<file path="src/rtl/core/nway_elementwise_median_macros.svh">
// Assertion helpers for the element-wise median core.
// All of them sample on clk and stay quiet while rst_n is low.
`ifndef NWAY_ELEMENTWISE_MEDIAN_MACROS_SVH
`define NWAY_ELEMENTWISE_MEDIAN_MACROS_SVH

`ifndef SYNTHESIS
`define NEM_ASSERT_ALWAYS(label, expr) \
    label: assert property (@(posedge clk) disable iff (!rst_n) (expr)) \
        else $error("nem check failed");
`define NEM_ASSERT_IMPLY(label, ante, cons) \
    label: assert property (@(posedge clk) disable iff (!rst_n) (ante) |-> (cons)) \
        else $error("nem check failed");
`define NEM_ASSERT_NEXT(label, ante, cons) \
    label: assert property (@(posedge clk) disable iff (!rst_n) (ante) |=> (cons)) \
        else $error("nem check failed");
`else
`define NEM_ASSERT_ALWAYS(label, expr)
`define NEM_ASSERT_IMPLY(label, ante, cons)
`define NEM_ASSERT_NEXT(label, ante, cons)
`endif

`endif

</file>
<file path="src/rtl/core/nem_pkg.sv">
package nem_pkg;

    localparam int SAMPLE_BITS      = 16;
    localparam int FIELD_SLOTS      = 8;
    localparam int MAX_INPUTS_DEF   = 8;
    localparam int SAMPLE_WIDTH_DEF = 16;

    localparam int CFG_INDEX_W = 2;
    localparam int CFG_DATA_W  = 4;

    localparam logic [CFG_INDEX_W-1:0] CFG_INPUTS_IN_USE  = CFG_INDEX_W'(0);
    localparam logic [CFG_INDEX_W-1:0] CFG_SIGNED_SAMPLES = CFG_INDEX_W'(1);

    // what one lane found for its candidate
    typedef struct packed {
        logic                   hit;
        logic [SAMPLE_BITS-1:0] value;
    } lane_res_t;

endpackage

</file>
<file path="src/rtl/core/nem_sample_if.sv">
interface nem_sample_if;
    logic                              valid;
    logic                              ready;
    logic [nem_pkg::SAMPLE_BITS-1:0]   sample_0;
    logic [nem_pkg::SAMPLE_BITS-1:0]   sample_1;
    logic [nem_pkg::SAMPLE_BITS-1:0]   sample_2;
    logic [nem_pkg::SAMPLE_BITS-1:0]   sample_3;
    logic [nem_pkg::SAMPLE_BITS-1:0]   sample_4;
    logic [nem_pkg::SAMPLE_BITS-1:0]   sample_5;
    logic [nem_pkg::SAMPLE_BITS-1:0]   sample_6;
    logic [nem_pkg::SAMPLE_BITS-1:0]   sample_7;

    modport source (
        output valid, sample_0, sample_1, sample_2, sample_3,
               sample_4, sample_5, sample_6, sample_7,
        input  ready
    );

    modport sink (
        input  valid, sample_0, sample_1, sample_2, sample_3,
               sample_4, sample_5, sample_6, sample_7,
        output ready
    );
endinterface

</file>
<file path="src/rtl/core/nem_median_if.sv">
interface nem_median_if;
    logic                              valid;
    logic                              ready;
    logic [nem_pkg::SAMPLE_BITS-1:0]   median_value;

    modport source (
        output valid, median_value,
        input  ready
    );

    modport sink (
        input  valid, median_value,
        output ready
    );
endinterface

</file>
<file path="src/rtl/core/nem_lane.sv">
module nem_lane #(
    parameter int MAX_INPUTS = nem_pkg::MAX_INPUTS_DEF,
    parameter int KEY_W      = nem_pkg::SAMPLE_BITS,
    parameter int N_W        = 4,
    parameter int RANK_W     = 3,
    parameter int LANE       = 0
) (
    input  logic                       clk,
    input  logic                       en,
    input  logic [KEY_W-1:0]           keys [MAX_INPUTS],
    input  logic [KEY_W-1:0]           value,
    input  logic [N_W-1:0]             n,
    input  logic [RANK_W-1:0]          target,
    output nem_pkg::lane_res_t         res
);

    logic [RANK_W-1:0]  rank;
    logic               hit;
    nem_pkg::lane_res_t res_reg;

    // stable rank: smaller keys, plus equal keys at a lower field index
    always_comb
    begin
        rank = '0;
        for (int j = 0; j < MAX_INPUTS; j++)
        begin
            if ((N_W'(j) < n) &&
                ((keys[j] < keys[LANE]) || ((keys[j] == keys[LANE]) && (j < LANE))))
            begin
                rank = rank + RANK_W'(1);
            end
        end
        hit = (N_W'(LANE) < n) && (rank == target);
    end

    always_ff @(posedge clk)
    begin
        if (en)
        begin
            res_reg.hit   <= hit;
            res_reg.value <= nem_pkg::SAMPLE_BITS'(value);
        end
    end

    assign res = res_reg;

endmodule

</file>
<file path="src/rtl/core/nem_merge.sv">
module nem_merge #(
    parameter int MAX_INPUTS = nem_pkg::MAX_INPUTS_DEF
) (
    input  logic                  clk,
    input  logic                  rst_n,
    input  nem_pkg::lane_res_t    lanes [MAX_INPUTS],
    input  logic                  lanes_valid,
    output logic                  free,
    nem_median_if.source          result
);

    logic [nem_pkg::SAMPLE_BITS-1:0] pick;
    logic                            out_valid_reg;
    logic                            out_valid_next;
    logic [nem_pkg::SAMPLE_BITS-1:0] out_value_reg;

    // exactly one lane hits, so an OR of the gated values selects it
    always_comb
    begin
        pick = '0;
        for (int i = 0; i < MAX_INPUTS; i++)
        begin
            if (lanes[i].hit)
            begin
                pick = pick | lanes[i].value;
            end
        end
    end

    assign free           = !out_valid_reg || result.ready;
    assign out_valid_next = free ? lanes_valid : out_valid_reg;

    always_ff @(posedge clk or negedge rst_n)
    begin
        if (!rst_n)
        begin
            out_valid_reg <= 1'b0;
        end
        else
        begin
            out_valid_reg <= out_valid_next;
        end
    end

    always_ff @(posedge clk)
    begin
        if (free && lanes_valid)
        begin
            out_value_reg <= pick;
        end
    end

    assign result.valid        = out_valid_reg;
    assign result.median_value = out_value_reg;

endmodule

</file>
<file path="src/rtl/core/nway_elementwise_median.sv">
// Channel   Role    Payload
// samples   sink    sample_0 .. sample_7, 16 bits each
// result    source  median_value, 16 bits
// cfg_*     write   cfg_index selects the register, cfg_data carries the value
//
// One transfer per cycle sustained while result.ready holds; two register stages, so an
// input passes the lane registers and then the output register before its result transfers.
// Stage one: MAX_INPUTS rank lanes compare their candidate against the samples in use
// and register a hit flag. Stage two: the merge stage selects the hit into the
// output register. Each stage moves when the next one is empty or draining, so
// a stalled result never blocks a bubble from filling. Reset clears the valid
// flags and loads count 1, unsigned compare.
`include "nway_elementwise_median_macros.svh"

module nway_elementwise_median #(
    parameter int MAX_INPUTS   = nem_pkg::MAX_INPUTS_DEF,
    parameter int SAMPLE_WIDTH = nem_pkg::SAMPLE_WIDTH_DEF
) (
    input  logic                               clk,
    input  logic                               rst_n,
    nem_sample_if.sink                         samples,
    nem_median_if.source                       result,
    input  logic                               cfg_we,
    input  logic [nem_pkg::CFG_INDEX_W-1:0]    cfg_index,
    input  logic [nem_pkg::CFG_DATA_W-1:0]     cfg_data
);

    localparam int KEY_W = (SAMPLE_WIDTH < nem_pkg::SAMPLE_BITS) ?
                           SAMPLE_WIDTH : nem_pkg::SAMPLE_BITS;
    // above the field width the masked sign bit is always clear
    localparam bit SIGN_IN_KEY = (SAMPLE_WIDTH <= nem_pkg::SAMPLE_BITS);
    localparam int N_W    = $clog2(MAX_INPUTS + 1);
    localparam int RANK_W = (MAX_INPUTS > 1) ? $clog2(MAX_INPUTS) : 1;
    localparam logic [KEY_W-1:0] MSB_MASK = KEY_W'(1) << (KEY_W - 1);

    // configuration
    logic [N_W-1:0]                   n_reg;
    logic [N_W-1:0]                   n_next;
    logic [RANK_W-1:0]                target_reg;
    logic [RANK_W-1:0]                target_next;
    logic                             signed_reg;
    logic                             signed_next;
    logic [N_W-1:0]                   n_cfg;

    // datapath
    logic [nem_pkg::SAMPLE_BITS-1:0]  raw    [nem_pkg::FIELD_SLOTS];
    logic [KEY_W-1:0]                 masked [MAX_INPUTS];
    logic [KEY_W-1:0]                 keys   [MAX_INPUTS];
    nem_pkg::lane_res_t               lanes  [MAX_INPUTS];
    logic [MAX_INPUTS-1:0]            hits;
    logic                             flip;

    logic                             s1_valid_reg;
    logic                             s1_valid_next;
    logic                             s1_free;
    logic                             merge_free;
    logic                             accept;

    always_comb
    begin
        if (cfg_data == '0)
        begin
            n_cfg = N_W'(1);
        end
        else if (cfg_data > nem_pkg::CFG_DATA_W'(MAX_INPUTS))
        begin
            n_cfg = N_W'(MAX_INPUTS);
        end
        else
        begin
            n_cfg = N_W'(cfg_data);
        end

        n_next      = n_reg;
        target_next = target_reg;
        signed_next = signed_reg;
        if (cfg_we)
        begin
            unique case (cfg_index)
                nem_pkg::CFG_INPUTS_IN_USE:
                begin
                    n_next      = n_cfg;
                    target_next = RANK_W'(n_cfg >> 1);
                end
                nem_pkg::CFG_SIGNED_SAMPLES:
                begin
                    signed_next = cfg_data[0];
                end
                default:
                begin
                end
            endcase
        end
    end

    always_ff @(posedge clk or negedge rst_n)
    begin
        if (!rst_n)
        begin
            n_reg      <= N_W'(1);
            target_reg <= '0;
            signed_reg <= 1'b0;
        end
        else
        begin
            n_reg      <= n_next;
            target_reg <= target_next;
            signed_reg <= signed_next;
        end
    end

    assign raw[0] = samples.sample_0;
    assign raw[1] = samples.sample_1;
    assign raw[2] = samples.sample_2;
    assign raw[3] = samples.sample_3;
    assign raw[4] = samples.sample_4;
    assign raw[5] = samples.sample_5;
    assign raw[6] = samples.sample_6;
    assign raw[7] = samples.sample_7;

    assign flip = signed_reg && SIGN_IN_KEY;

    // signed order becomes unsigned order once the sign bit is inverted
    always_comb
    begin
        for (int i = 0; i < MAX_INPUTS; i++)
        begin
            masked[i] = raw[i][KEY_W-1:0];
            keys[i]   = masked[i] ^ (flip ? MSB_MASK : '0);
        end
    end

    assign s1_free       = !s1_valid_reg || merge_free;
    assign accept        = samples.valid && s1_free;
    assign s1_valid_next = s1_free ? samples.valid : s1_valid_reg;
    assign samples.ready = s1_free;

    always_ff @(posedge clk or negedge rst_n)
    begin
        if (!rst_n)
        begin
            s1_valid_reg <= 1'b0;
        end
        else
        begin
            s1_valid_reg <= s1_valid_next;
        end
    end

    for (genvar g = 0; g < MAX_INPUTS; g++)
    begin : g_lane
        nem_lane #(
            .MAX_INPUTS (MAX_INPUTS),
            .KEY_W      (KEY_W),
            .N_W        (N_W),
            .RANK_W     (RANK_W),
            .LANE       (g)
        ) u_lane (
            .clk    (clk),
            .en     (accept),
            .keys   (keys),
            .value  (masked[g]),
            .n      (n_reg),
            .target (target_reg),
            .res    (lanes[g])
        );
        assign hits[g] = lanes[g].hit;
    end

    nem_merge #(
        .MAX_INPUTS (MAX_INPUTS)
    ) u_merge (
        .clk         (clk),
        .rst_n       (rst_n),
        .lanes       (lanes),
        .lanes_valid (s1_valid_reg),
        .free        (merge_free),
        .result      (result)
    );

    // ranks form a permutation of 0..n-1, so exactly one lane holds the target
    `NEM_ASSERT_IMPLY(a_one_lane_hit, s1_valid_reg, $onehot(hits))
    `NEM_ASSERT_ALWAYS(a_count_range, (n_reg != '0) && (n_reg <= N_W'(MAX_INPUTS)))
    `NEM_ASSERT_ALWAYS(a_target_half, target_reg == RANK_W'(n_reg >> 1))
    `NEM_ASSERT_NEXT(a_accept_fills, accept, s1_valid_reg)

endmodule

</file>
<file path="src/flat_wrapper.sv">
// flat-port wrapper written by rule: the top's interface ports become plain ports
module nway_elementwise_median_flat 
#(
    parameter int MAX_INPUTS   = nem_pkg::MAX_INPUTS_DEF,
    parameter int SAMPLE_WIDTH = nem_pkg::SAMPLE_WIDTH_DEF
)
  (clk, rst_n, cfg_we, cfg_index, cfg_data, samples_valid, samples_sample_0, samples_sample_1, samples_sample_2, samples_sample_3, samples_sample_4, samples_sample_5, samples_sample_6, samples_sample_7, samples_ready, result_valid, result_median_value, result_ready);
  nem_sample_if samples_i ();
  nem_median_if result_i ();
  input  logic clk;
  input  logic rst_n;
  input  logic cfg_we;
  input  logic [nem_pkg::CFG_INDEX_W-1:0] cfg_index;
  input  logic [nem_pkg::CFG_DATA_W-1:0] cfg_data;
  input wire logic [$bits(samples_i.valid)-1:0] samples_valid;
  input wire logic [$bits(samples_i.sample_0)-1:0] samples_sample_0;
  input wire logic [$bits(samples_i.sample_1)-1:0] samples_sample_1;
  input wire logic [$bits(samples_i.sample_2)-1:0] samples_sample_2;
  input wire logic [$bits(samples_i.sample_3)-1:0] samples_sample_3;
  input wire logic [$bits(samples_i.sample_4)-1:0] samples_sample_4;
  input wire logic [$bits(samples_i.sample_5)-1:0] samples_sample_5;
  input wire logic [$bits(samples_i.sample_6)-1:0] samples_sample_6;
  input wire logic [$bits(samples_i.sample_7)-1:0] samples_sample_7;
  output wire logic [$bits(samples_i.ready)-1:0] samples_ready;
  output wire logic [$bits(result_i.valid)-1:0] result_valid;
  output wire logic [$bits(result_i.median_value)-1:0] result_median_value;
  input wire logic [$bits(result_i.ready)-1:0] result_ready;
  assign samples_i.valid = samples_valid;
  assign samples_i.sample_0 = samples_sample_0;
  assign samples_i.sample_1 = samples_sample_1;
  assign samples_i.sample_2 = samples_sample_2;
  assign samples_i.sample_3 = samples_sample_3;
  assign samples_i.sample_4 = samples_sample_4;
  assign samples_i.sample_5 = samples_sample_5;
  assign samples_i.sample_6 = samples_sample_6;
  assign samples_i.sample_7 = samples_sample_7;
  assign samples_ready = samples_i.ready;
  assign result_valid = result_i.valid;
  assign result_median_value = result_i.median_value;
  assign result_i.ready = result_ready;
  nway_elementwise_median #(.MAX_INPUTS(MAX_INPUTS), .SAMPLE_WIDTH(SAMPLE_WIDTH)) u_core (.clk(clk), .rst_n(rst_n), .samples(samples_i), .result(result_i), .cfg_we(cfg_we), .cfg_index(cfg_index), .cfg_data(cfg_data));
endmodule
</file>
<file path="config.mk">
export PLATFORM = sky130hd
export DESIGN_NAME = nway_elementwise_median_flat
export DESIGN_NICKNAME = d
export VERILOG_FILES = /design/src/rtl/core/nem_pkg.sv /design/src/rtl/core/nem_sample_if.sv /design/src/rtl/core/nem_median_if.sv /design/src/rtl/core/nem_lane.sv /design/src/rtl/core/nem_merge.sv /design/src/rtl/core/nway_elementwise_median.sv /design/src/flat_wrapper.sv
export VERILOG_INCLUDE_DIRS = /design/src /design/src/rtl/core
export SDC_FILE = /design/constraint.sdc
export NUM_CORES = 1
export LEC_CHECK = 0
export ABC_AREA = 1
export BUFFER_PORTS_ARGS = -buffer_cell sky130_fd_sc_hd__buf_2
export CAP_MARGIN = 20
export CORE_MARGIN = 8
export CORE_UTILIZATION = 68
export CTS_CLUSTER_SIZE = 14
export DETAILED_ROUTE_END_ITERATION = 10
export PLACE_DENSITY = 0.92
export SYNTH_ARGS = -nofsm -noshare
export SYNTH_HDL_FRONTEND = slang
export SYNTH_SLANG_ARGS = --single-unit
</file>
<file path="constraint.sdc">
create_clock -name clk -period 13.7 [get_ports clk]
set_clock_uncertainty 0.05 [all_clocks]
set_input_delay 2.055 -clock clk [delete_from_list [all_inputs] [get_ports clk]]
set_output_delay 2.055 -clock clk [all_outputs]
set_load 0.05 [all_outputs]
</file>
==> key figures <==
Critical path
  – WS Path Type: in2reg
  – R2r startpoint: u_core.flip
  – CP Capture Type: register
  – RR Endpoint: u_core.g_lane[2].u_lane.res[16]
  – Max FO, Critical Path: 7
  – CP max-delay cell: xnor2_1
  – Cell repeated most along the worst path: nand2_1
  – CP Data Arrival Time: just over 7000 ps
  – CP Launch Type: input pin
  – R2R cell count: 28
  – Worst Path Required: ~14000 ps
  – CP max stage delay: ~620 ps
  – Reg-to-reg slack, setup: 7640 ps

Layout
  – Layout area overhead: 9.33%
  – Post-layout instance count excluding filler cells: about 3100
  – Post-layout util: around 75%
  – Ant. Diodes: 0
  – Layout cell share with drive strength beyond 1: 10.1%
  – Fill cells: around 2100
  – Max reg flops: between 100 and 150
  – Nets: 3356

Synthesis
  – Cells after synthesis: about 2600
  – Top FF cell, synth: edfxtp_1
  – Sequential area share after synthesis: a little under a quarter
  – Area of the mapped netlist: around 20000 sq um
  – EDFF count, synth: ~150
  – Flops & latches, synth: roughly 160
  – Count of unique library cells instantiated by Yosys: 53
  – Syn Nets: 3199
  – Syn Area/Cell: 7.71 sq um
  – YS warnings: 0
  – Ys async rst share: under 10%

Run status
  – Status: completed

Route
  – Drt first-iter violations: 2353
  – Antenna viol nets, final: 0
  – Drt wl/cell: about 23 um
  – Drt first pass iters: 6
  – Vias/cell: between 6 and 7
  – Total vias in the final route: between 15000 and 20000
  – DRT Wirelength: ~73000 um
  – DRC errors left: 0

Clock network
  – H-tree levels: 4
  – CTS Buf Count: 17
  – Clock transition at path regs: 80 ps
  – Worst-Skew Late Latency: approximately 480 ps
  – Post-CTS setup buffers: 0
  – # resized after CTS: 0
  – TritonCTS clock tree: done
  – # hold bufs at CTS: 0
  – Num Clock Sinks: about 160
  – Clock buffer depth: 2
  – Clock root buffer: clkbuf_16

Place
  – Dpl ws: 6340 ps
  – Dpl cells: roughly 3000
  – Post-DP HPWL: 57000 um
  – Port Buffer Count: 156
  – GP Congestion: just over 1

Floorplan
  – Die Span Y: approximately 190 um
  – Rows: 62
  – Ports: between 150 and 200
  – Starting Density: between 60% and 70%
  – Die ar.: ~35000 sq um
  – Core region area: approximately 29000 sq um
  – Die width: between 150 and 200 um

Global routing
  – Antenna violations before repair: 0
  – GR Util All Layers: 40.3%
  – First-pass GRT wire length: 108000 um
  – Number of global-route vias before repair: 19498
  – Pin count of the biggest net entering global routing: 80
  – Remaining Overflow, GRT: 0

Min path
  – Hold depth: 2
  – WHS Endpoint: u_core.u_merge.result.valid
  – Hold Startpoint: u_core.s1_valid_reg
  – Worst min-delay path class: reg2reg

Timing
  – Peak Freq: 0.141 GHz
  – Fin crit share: 51.6%
  – Max-slew headroom: 17.8%
  – Sum Neg Setup Slack: 0 ps
  – Max Slew Vio Count: 0
  – Worst-margin pin slew: ~1200 ps
  – Count of final hold-check violations: 0
  – Final worst setup slack: 6630 ps
  – RSZ-0062 raised after global routing: false
  – Shortest period the worst path allows: ~7100 ps
  – Setup violators final: 0
  – Hold Slack: around 470 ps

Power
  – VDD IR max: around 0.14 mV
  – Leak Pwr: 11.4 nW
  – PD cells: ~140 nW/um^2

Run
  – Max cap viols: 0
## layer usage
| metal | up-vias | part of all wire, % | wire (um) | GRT usage, % |
|---|---|---|---|---|
| met4 | 0 | 9.2 | 6690 | 33.2 |
| li1 | 9194 | - | - | - |
| met1 | 9008 | 36 | 26500 | 47.6 |
| met2 | 1327 | 42 | 30700 | 62.1 |
| met5 | - | 0 | 0 | 0 |
| met3 | 382 | 12 | 8770 | 9.51 |
## cell type report
cell class | count | area, sq um | area share (%)
flip-flops and latches | 159 | 4740 | 21.9
multi-input cells | 2060 | 13700 | 63.4
inverters | 319 | 1200 | 5.57
well taps | 384 | 480 | 2.22
clock buffers | 17 | 425 | 1.97
clock inverters | 15 | 219 | 1.01
repair buffers | 164 | 841 | 3.89
## layout by cell type (no fill, tap or decap), drive strengths merged, types with 2 or more instances in the layout
cell / synthesis / routed
edfxtp: 152 / 152
and2: 8 / 8
dfrtp: 6 / 6
o21a: 11 / 11
o21ai: 75 / 75
nor2: 150 / 150
xor2: 12 / 12
bufinv: 0 / 3
a31o: 3 / 3
a221oi: 20 / 20
a21oi: 209 / 209
or2: 19 / 19
nand2: 669 / 669
clkinv: 1 / 5
nand3b: 8 / 8
nor3: 21 / 21
o21bai: 6 / 6
a32o: 2 / 2
clkbuf: 18 / 17
inv: 318 / 325
ha: 496 / 496
nand3: 248 / 248
nor4: 6 / 6
buf: 8 / 164
a21o: 6 / 6
o22ai: 3 / 3
nand4: 53 / 53
xnor2: 11 / 11
a22o: 8 / 8
a211oi: 5 / 5
o211ai: 6 / 6
## per-stage QoR
| step | power (mW) | instance area [sq um] |
|---|---|---|
| floorplan | 2.01 | 19800 |
| global placement | 2.44 | 21000 |
| detailed placement | 2.53 | 21000 |
| CTS | 3.07 | 21600 |
| global route | 3.37 | 21600 |
| finish | 3.13 | 21600 |
## logic make-up after synthesis
group	synth area share, %
XOR/XNOR	1.02
adder cells (fa/ha/maj)	31.4
buffers and inverters	6.76
multiplexers	0.0570
AO/OA/AOI/OAI	10.3
AND/OR/NAND/NOR	26.4
flip-flops	24.0
## Yosys cell counts (8+ instances only)
master    number  area share [%]
xnor2_1       11            0.49
ha_1         496              31
nor2_1       141             2.7
nand4_1       53             1.7
clkbuf_1      18            0.34
xor2_1        12            0.53
o21a_1        11            0.42
and2_1         8            0.25
nand2_1      657              12
nand2_2       11            0.35
nand3_1      231             5.9
nor3_1        21            0.53
o21ai_0       65             1.6
a22o_1         8            0.35
nand3_2       13            0.66
inv_1        305             5.8
nand3b_1       8            0.30
or2_2         14            0.44
a21oi_1      206             5.2
inv_2         13            0.25
edfxtp_1     152              23
a221oi_1      20            0.89
## power by group
part	leakage [nW]	internal, mW	switching [mW]
registers	1.53	0.599	0.0643
logic	9.53	0.668	1.26
clock network	0.312	0.297	0.243
total	11.4	1.56	1.57
## worst max-delay path, delay by kind of cell
kind | cells | cell delay (ps)
AO/OA/AOI/OAI | 2 | 560
adder cells (fa/ha/maj) | 6 | 1710
XOR/XNOR | 1 | 620
buffers and inverters | 3 | 300
AND/OR/NAND/NOR | 17 | 2010
## worst max-delay path by stage
| stage | startpoint | to | depth (start not counted) | slack [ps] |
|---|---|---|---|---|
| after floorplan | samples_sample_1[15] | u_core.g_lane[5].u_lane.res[16] | 30 | 7150 |
| after global placement | samples_sample_2[15] | u_core.g_lane[2].u_lane.res[16] | 28 | 6440 |
| after detailed placement | samples_sample_2[15] | u_core.g_lane[2].u_lane.res[16] | 30 | 6340 |
| after CTS | samples_sample_2[15] | u_core.g_lane[2].u_lane.res[16] | 30 | 6840 |
| after global routing | samples_sample_1[15] | u_core.g_lane[6].u_lane.res[16] | 32 | 6380 |
| final | samples_sample_2[15] | u_core.g_lane[2].u_lane.res[16] | 29 | 6630 |
No activity file was read; power rests on OpenSTA's default activity.
